--- src/hdl/sal_pkg.sv ---
// Package for the sentinel array list engine.
// Request, status and cell command codes shared by the top level, the cells
// and the checker. No dependencies.
package sal_pkg;

    // request codes as carried on i_req_type
    typedef enum logic [3:0] {
        REQ_CLEAR        = 4'd0,
        REQ_INSERT_AT    = 4'd1,
        REQ_INSERT_FIRST = 4'd2,
        REQ_INSERT_LAST  = 4'd3,
        REQ_DELETE_AT    = 4'd4,
        REQ_DELETE_FIRST = 4'd5,
        REQ_DELETE_LAST  = 4'd6,
        REQ_GET          = 4'd7,
        REQ_SET          = 4'd8,
        REQ_SEARCH       = 4'd9
    } t_req_type;

    typedef enum logic [2:0] {
        ST_OK     = 3'd0,
        ST_FULL   = 3'd1,
        ST_EMPTY  = 3'd2,
        ST_BADIDX = 3'd3,
        ST_MARK   = 3'd4
    } t_status;

    // command broadcast to every cell of the row
    typedef enum logic [2:0] {
        OP_HOLD       = 3'd0,
        OP_CLEAR      = 3'd1,
        OP_INSERT     = 3'd2,
        OP_DELETE     = 3'd3,
        OP_SET        = 3'd4,
        OP_SCAN_FIRST = 3'd5,
        OP_SCAN       = 3'd6
    } t_cell_op;

    typedef struct packed {
        t_cell_op op;
        logic     search;   // sweep looks for a value rather than an index
    } t_cell_ctl;

endpackage

--- src/hdl/sal_cell.sv ---
// One slot of the list: holds a word and one stage of the sweep chain.
// Depends on sal_pkg.
module sal_cell #(
    parameter int          INDEX      = 0,
    parameter int          DATA_WIDTH = 16,
    parameter int          POS_WIDTH  = 7,
    parameter logic [DATA_WIDTH-1:0] MARK_WORD = '1
) (
    input  logic                  i_clk,
    input  logic                  i_rst_n,
    input  sal_pkg::t_cell_ctl    i_ctl,
    input  logic [POS_WIDTH-1:0]  i_pos,
    input  logic [POS_WIDTH-1:0]  i_count,
    input  logic [DATA_WIDTH-1:0] i_data,
    input  logic [DATA_WIDTH-1:0] i_left_value,
    input  logic [DATA_WIDTH-1:0] i_right_value,
    input  logic                  i_left_hit,
    input  logic [DATA_WIDTH-1:0] i_left_sweep,
    output logic [DATA_WIDTH-1:0] o_value,
    output logic                  o_hit,
    output logic [DATA_WIDTH-1:0] o_sweep
);

    localparam logic [POS_WIDTH-1:0] MY_IDX = POS_WIDTH'(INDEX);

    logic [DATA_WIDTH-1:0] r_value, n_value;
    logic                  r_hit, n_hit;
    logic [DATA_WIDTH-1:0] r_sweep, n_sweep;
    logic                  hit;

    // index match for get, live value match for search
    assign hit = i_ctl.search ? ((MY_IDX < i_count) && (r_value == i_data))
                              : (MY_IDX == i_pos);

    always_comb begin
        n_value = r_value;
        n_hit   = r_hit;
        n_sweep = r_sweep;
        unique case (i_ctl.op)
            sal_pkg::OP_HOLD: begin
            end
            sal_pkg::OP_CLEAR: begin
                n_value = MARK_WORD;
            end
            sal_pkg::OP_INSERT: begin
                if (MY_IDX == i_pos) begin
                    n_value = i_data;
                end else if (MY_IDX > i_pos) begin
                    n_value = i_left_value;
                end
            end
            sal_pkg::OP_DELETE: begin
                if (MY_IDX >= i_pos) begin
                    n_value = i_right_value;
                end
            end
            sal_pkg::OP_SET: begin
                if (MY_IDX == i_pos) begin
                    n_value = i_data;
                end
            end
            sal_pkg::OP_SCAN_FIRST: begin
                n_hit   = hit;
                n_sweep = hit ? r_value : '0;
            end
            sal_pkg::OP_SCAN: begin
                n_hit   = hit | i_left_hit;
                n_sweep = hit ? r_value : i_left_sweep;
            end
            default: begin
            end
        endcase
    end

    always_ff @(posedge i_clk) begin
        if (!i_rst_n) begin
            r_value <= MARK_WORD;
            r_hit   <= 1'b0;
        end else begin
            r_value <= n_value;
            r_hit   <= n_hit;
        end
    end

    always_ff @(posedge i_clk) begin
        r_sweep <= n_sweep;
    end

    assign o_value = r_value;
    assign o_hit   = r_hit;
    assign o_sweep = r_sweep;

endmodule

--- config.mk ---
export PLATFORM = sky130hd
export DESIGN_NAME = sal_cell
export DESIGN_NICKNAME = d
export VERILOG_FILES = /design/src/hdl/sal_pkg.sv /design/src/hdl/sal_cell.sv
export SDC_FILE = /design/constraint.sdc
export NUM_CORES = 1
export LEC_CHECK = 0
export ABC_CLOCK_PERIOD_IN_PS = 2800
export BUFFER_PORTS_ARGS = -buffer_cell sky130_fd_sc_hd__buf_2
export CAP_MARGIN = 20
export CORE_UTILIZATION = 45
export DETAILED_ROUTE_END_ITERATION = 16
export GPL_TIMING_DRIVEN = 0
export PLACE_DENSITY_LB_ADDON = 0.12
export SLEW_MARGIN = 20
export SYNTH_ARGS = -nofsm -noshare
export SYNTH_HDL_FRONTEND = slang
export SYNTH_SLANG_ARGS = --single-unit
--- constraint.sdc ---
create_clock -name i_clk -period 2.8 [get_ports i_clk]
set_input_delay 0.28 -clock i_clk [delete_from_list [all_inputs] [get_ports i_clk]]
set_output_delay 0.28 -clock i_clk [all_outputs]
set_load 0.03 [all_outputs]
# Word-level counts from Yosys, hierarchy flattened
# Cells that the tools add are included.
dict set report totals {
  register_bits 33
  word_cells 32
  output_inout_bits 33
  in_bits 85
}
dict set report op_classes {
  mux 10
  order_cmp 3
  n_eq_ne 10
  reduce_logical 5
  bitwise_logic 1
}
# op n
set ops {}
lappend ops {{2-to-1 mux 16 bit} 6}
lappend ops {{case mux 16 bit (4 select lines)} 1}
lappend ops {{case mux 16 bit (2 select lines)} 1}
lappend ops {{== test 16 bit} 1}
lappend ops {{== test 3 bit (second input constant)} 3}
lappend ops {{greater-or-equal comparator 1 x 7 -> 1 bit (first input constant)} 1}
lappend ops {{greater-than comparator 1 x 7 -> 1 bit (first input constant)} 1}
lappend ops {{logical NOT 7 bit} 1}
lappend ops {{< comparator 1 x 7 -> 1 bit (first input constant)} 1}
lappend ops {{== test 3 x 2 -> 1 bit (second input constant)} 2}
lappend ops {{inequality test 2 bit (second input constant)} 2}
lappend ops {{AND reduction 4 bit} 1}
lappend ops {{nonzero test 4 bit} 1}
lappend ops {{== test 3 x 1 -> 1 bit (second input constant)} 1}
lappend ops {{inequality test 3 bit (second input constant)} 1}
lappend ops {{case mux 1 bit (2 select lines)} 1}
lappend ops {{nonzero test 2 bit} 1}
lappend ops {{logical AND 1 bit} 1}
lappend ops {{2-to-1 mux 1 bit} 1}
lappend ops {{OR 1 bit} 1}

# Longest topological paths before layout
dict set report depth {
  word_depth 5
  ltp_mapped 7
  ltp_nobuf 5
}

# Least setup slack after synthesis
# Ideal clock, no wire load.
dict set report synth_timing {
  path_kind {register to register}
  startpoint {register r_value[14], in the netlist o_value[14]}
  endpoint {register r_sweep[10], in the netlist o_sweep[10] (data pin)}
  synth_period_minus_slack_ns 1.795
  setup_ns 0.258
  stages_incl_launch_ff 8
  t_required_ns 2.542
  path_buffers 2
  slack_ns 1.005
  t_arrival_ns 1.537
  cell_sequence {dfxtp_1 > xnor2_1 > nand4_1 > nor3_1 > a41oi_2 > buf_6 > buf_8 > mux2i_1}
}
dict set report synth_between {
  elab_chain_len 5
  elab_cells_between_ends 6
  cone_classes {eq/ne (1); mux (4); reduce/logical (1)}
}
# item line
set synth_lines {}
lappend synth_lines {{start: declaration} sal_cell.sv:26} ;# logic [DATA_WIDTH-1:0] r_value, n_value;
lappend synth_lines {{start signal: assignment} sal_cell.sv:80} ;# r_value <= n_value;
lappend synth_lines {{== test 16 bit *} sal_cell.sv:32} ;# assign hit = i_ctl.search ? ((MY_IDX < i_count) && (r_value == i_data))
lappend synth_lines {{logical AND 1 bit *} sal_cell.sv:32}
lappend synth_lines {{2-to-1 mux 1 bit *} sal_cell.sv:32}
lappend synth_lines {{2-to-1 mux 16 bit, on equally long branches} {sal_cell.sv:68, sal_cell.sv:64}}
lappend synth_lines {{case mux 16 bit (2 select lines) *} sal_cell.sv:39} ;# unique case (i_ctl.op)
lappend synth_lines {{named net n_sweep[10]} sal_cell.sv:28} ;# logic [DATA_WIDTH-1:0] r_sweep, n_sweep;
lappend synth_lines {{end signal: assignment} sal_cell.sv:86} ;# r_sweep <= n_sweep;
lappend synth_lines {{end: declaration} sal_cell.sv:28}
# The timed path passes the listed nets; every way through them passes the cells marked *.
# A chain may end at the register's enable or synchronous reset.

# Final worst setup path
dict set report layout_timing {
  startpoint {register r_value[3], in the netlist o_value[3]}
  endpoint {register r_sweep[12], in the netlist o_sweep[12] (data pin)}
}
# The elaborated chain is that of the path after synthesis.

==> flow_summary_export.csv <==
group,metric,value,unit
outcome,outcome,"finished, final reports clean",
grt,grt_pass1_wl,9520,um
setup_path,reg2regPathDepth,7,
route,drt-pass1-iter-count,5,
logic_synthesis,synthArstFlopShare,0,%
logic_synthesis,synth_compound_area_share,17.0,%
logic_synthesis,ys_types,32,
die,die_y,72.0,um
setup_path,crit_fanout,10,
route,wirelength,6030,um
route,wl_met2,2740,um
timing,worst_slew_pin_slew,0.805,ns
route,antenna_left,0,
cts,clock_latency,0.29,ns
die,die_w,72.0,um
route,drt-initial-drc-count,103,
timing,hold_violations,0,
die,initial_core_util,46.6,%
die,dieArea,5180,um2
route,met3_length,439,um
finish,fin_cells,444,
finish,synthToLayoutAreaGrowth,34.3,%
logic_synthesis,synth-seq-cells,33,
timing,fin_tns_setup,0,ns
route,num_vias,2211,
logic_synthesis,synth_edf_count,16,
route,wl_per_cell,13.6,um
route,highest_layer,"met4",
flow_run,cap_violations,0,
power,peakVddDrop,195,uV
timing,finalCritPeriodShare,65.0,%
logic_synthesis,synthTopCellsByCount,"49 x nand2_1, 32 x mux2i_1, 17 x dfxtp_1, 17 x o21ai_0",
grt,grt_use_total,23.9,%
die,num_rows,25,
setup_path,required,2.84,ns
finish,nets,461,
logic_synthesis,synth_top_flop_cell,"dfxtp_1",
placed_design,place_hpwl,4550,um
setup_path,r2r-end,"o_sweep[12]",
power,p_per_area,390,nW/um2
grt,grt_max_degree,19,
cts,tritoncts,"built",
setup_path,crit_path_start,"o_value[3]",
cts,path_clk_slew,0.07,ns
logic_synthesis,yosys-top-cells-area,"edfxtp_1 22%, dfxtp_1 15%, mux2i_1 15%",
timing,clock_skew,0.00474,ns
cts,cts_hold_buf,0,
logic_synthesis,synth_area,2200,um2
route,routed_via_density,4.98,
power,p_leak,1.74,nW
setup_path,crit_type,"reg -> reg",
cts,clock_sinks,33,
finish,diodes,0,
route,routedLengthMet1,2760,um
grt,grt_pass1_vias,1990,
setup_path,r2r_start,"o_value[3]",
cts,post_cts_resized,0,
cts,cts_max_level,2,
logic_synthesis,yosys.area_share.adder,0,%
timing,rsz0062_at_grt,"false",
cts,clock-root-buffer,"clkbuf_8",
logic_synthesis,synth_nets,337,
timing,fmaxAchievable,0.549,GHz
logic_synthesis,synth_top_family_by_area,"simple AND/OR/NAND/NOR gates",
timing,max-slew-margin-rel,46.4,%
logic_synthesis,netlist_instances,252,
route,route.detailed.drc,0,
cts,clockBufferDepth,2,
finish,fillers,440,
grt,grt_remaining_overflow,0,
timing,fin_crit,1.82,ns
logic_synthesis,synth_simple_gate_area_share,17.6,%
placed_design,place.gp.congestion,0.848,
die,core-area,4720,um2
logic_synthesis,synthMuxAreaShare,14.5,%
timing,finalSetupViolations,0,
finish,drive_above_1_share,38.2,%
setup_path,arrival,1.86,ns
logic_synthesis,yosysWarnings,0,
setup_path,critPathCapture,"o_sweep[12]",
logic_synthesis,avgSynthCellArea,8.74,um2
finish,register_area,821,um2
placed_design,dp_cells,436,
setup_path,reg2reg_slack,0.98,ns
timing,drv_slew,0,
logic_synthesis,synth.most_common_cell,"nand2_1",
cts,cts_inserted_buffers,5,
worst_hold_path,min_path_type,"in -> reg",
logic_synthesis,synth_area_leader_cell,"edfxtp_1",
logic_synthesis,yosys.area_share.xor_xnor,6.76,%
cts,post_cts_buffers,0,
logic_synthesis,synth_top_area_share,21.8,%
grt,antenna_found_initial,0,
setup_path,cp-end-kind,"register",
setup_path,critPathLaunchType,"register",
logic_synthesis,ys_seq_area_share,37.3,%
die,io_pins,118,
placed_design,numPortBuffers,117,
finish,multi_input_area,1230,um2
registers in the layout (all words and copies together) (netlist names):
name and cells:
o_hit 1, o_sweep 16, o_value 16
final cells by class:
type	count	area share, %
flip-flops and latches	33	27.7
plain buffers	16	3.09
clock inverters	3	0.592
inverters	16	2.03
repair buffers	117	19.8
well taps	67	2.83
clock buffers	5	2.33
multi-input cells	187	41.6
stage by stage:
step | cell area [um2] | hold slack (ns) | util, % | power (mW) | setup WS, ns
3_5_place_dp | 2870 | 0.544 | 60.8 | 0.799 | 0.907
6_report | 2960 | 0.279 | 62.6 | 1.15 | 0.980
4_1_cts | 2960 | 0.270 | 62.6 | 1.15 | 0.943
3_3_place_gp | 2870 | 0.538 | 60.8 | 0.796 | 0.923
2_1_floorplan | 2200 | 0.360 | - | 0.685 | 1.00
5_1_grt | 2960 | 0.274 | 62.6 | 1.20 | 0.873
routing by layer:
layer  vias to the layer above  track usage (%)
met5                         -                0
met2                       104             38.2
met1                       980             33.1
li1                       1117                -
met3                        10             4.31
met4                         0             7.19
cells in the final DEF, fill, tap and decap left out, types with 2 or more instances in the layout:
cell type / n
mux2i_1: 32
nand2_1: 49
nand2b_1: 2
nand3_1: 2
nand4_1: 3
and2_1: 2
clkbuf_1: 3
o21ai_1: 16
nor2_1: 16
xnor2_1: 16
buf_2: 127
nor2b_1: 3
o21ai_0: 17
inv_1: 16
dfxtp_1: 17
o211a_1: 16
clkinv_2: 2
clkbuf_8: 5
nor3_1: 2
edfxtp_1: 16
critical path: stages, from the launching register on:
cell	delay (ns)
dfxtp_1	0.34
xnor2_1	0.22
nand4_1	0.15
nor3_1	0.26
a41oi_2	0.16
buf_6	0.17
buf_8	0.15
mux2i_1	0.12
where the power goes:
| part | switching (mW) | total [mW] | internal [mW] | leakage (nW) |
|---|---|---|---|---|
| registers | 0.00956 | 0.539 | 0.529 | 0.284 |
| clock network | 0.193 | 0.365 | 0.172 | 0.0439 |
| logic | 0.149 | 0.251 | 0.102 | 1.41 |
how the worst min path moves through the flow:
stage	depth (start not counted)	slack, ns	to	start
3_5_place_dp	2	0.54	o_value[5]	o_value[5]
5_1_grt	2	0.27	o_value[5]	i_rst_n
6_report	2	0.28	o_value[4]	i_rst_n
4_1_cts	2	0.27	o_value[5]	i_rst_n
3_3_place_gp	2	0.54	o_value[5]	o_value[5]
2_1_floorplan	1	0.36	o_value[3]	i_rst_n
cells by family (layout without fill, tap and decap cells):
group	Yosys count	after routing
AO/OA/AOI/OAI	54	54
XOR/XNOR	17	17
buffers and inverters	32	157
flip-flops	33	33
multiplexers	32	32
AND/OR/NAND/NOR	84	84
(Power assumes the default switching activity.)
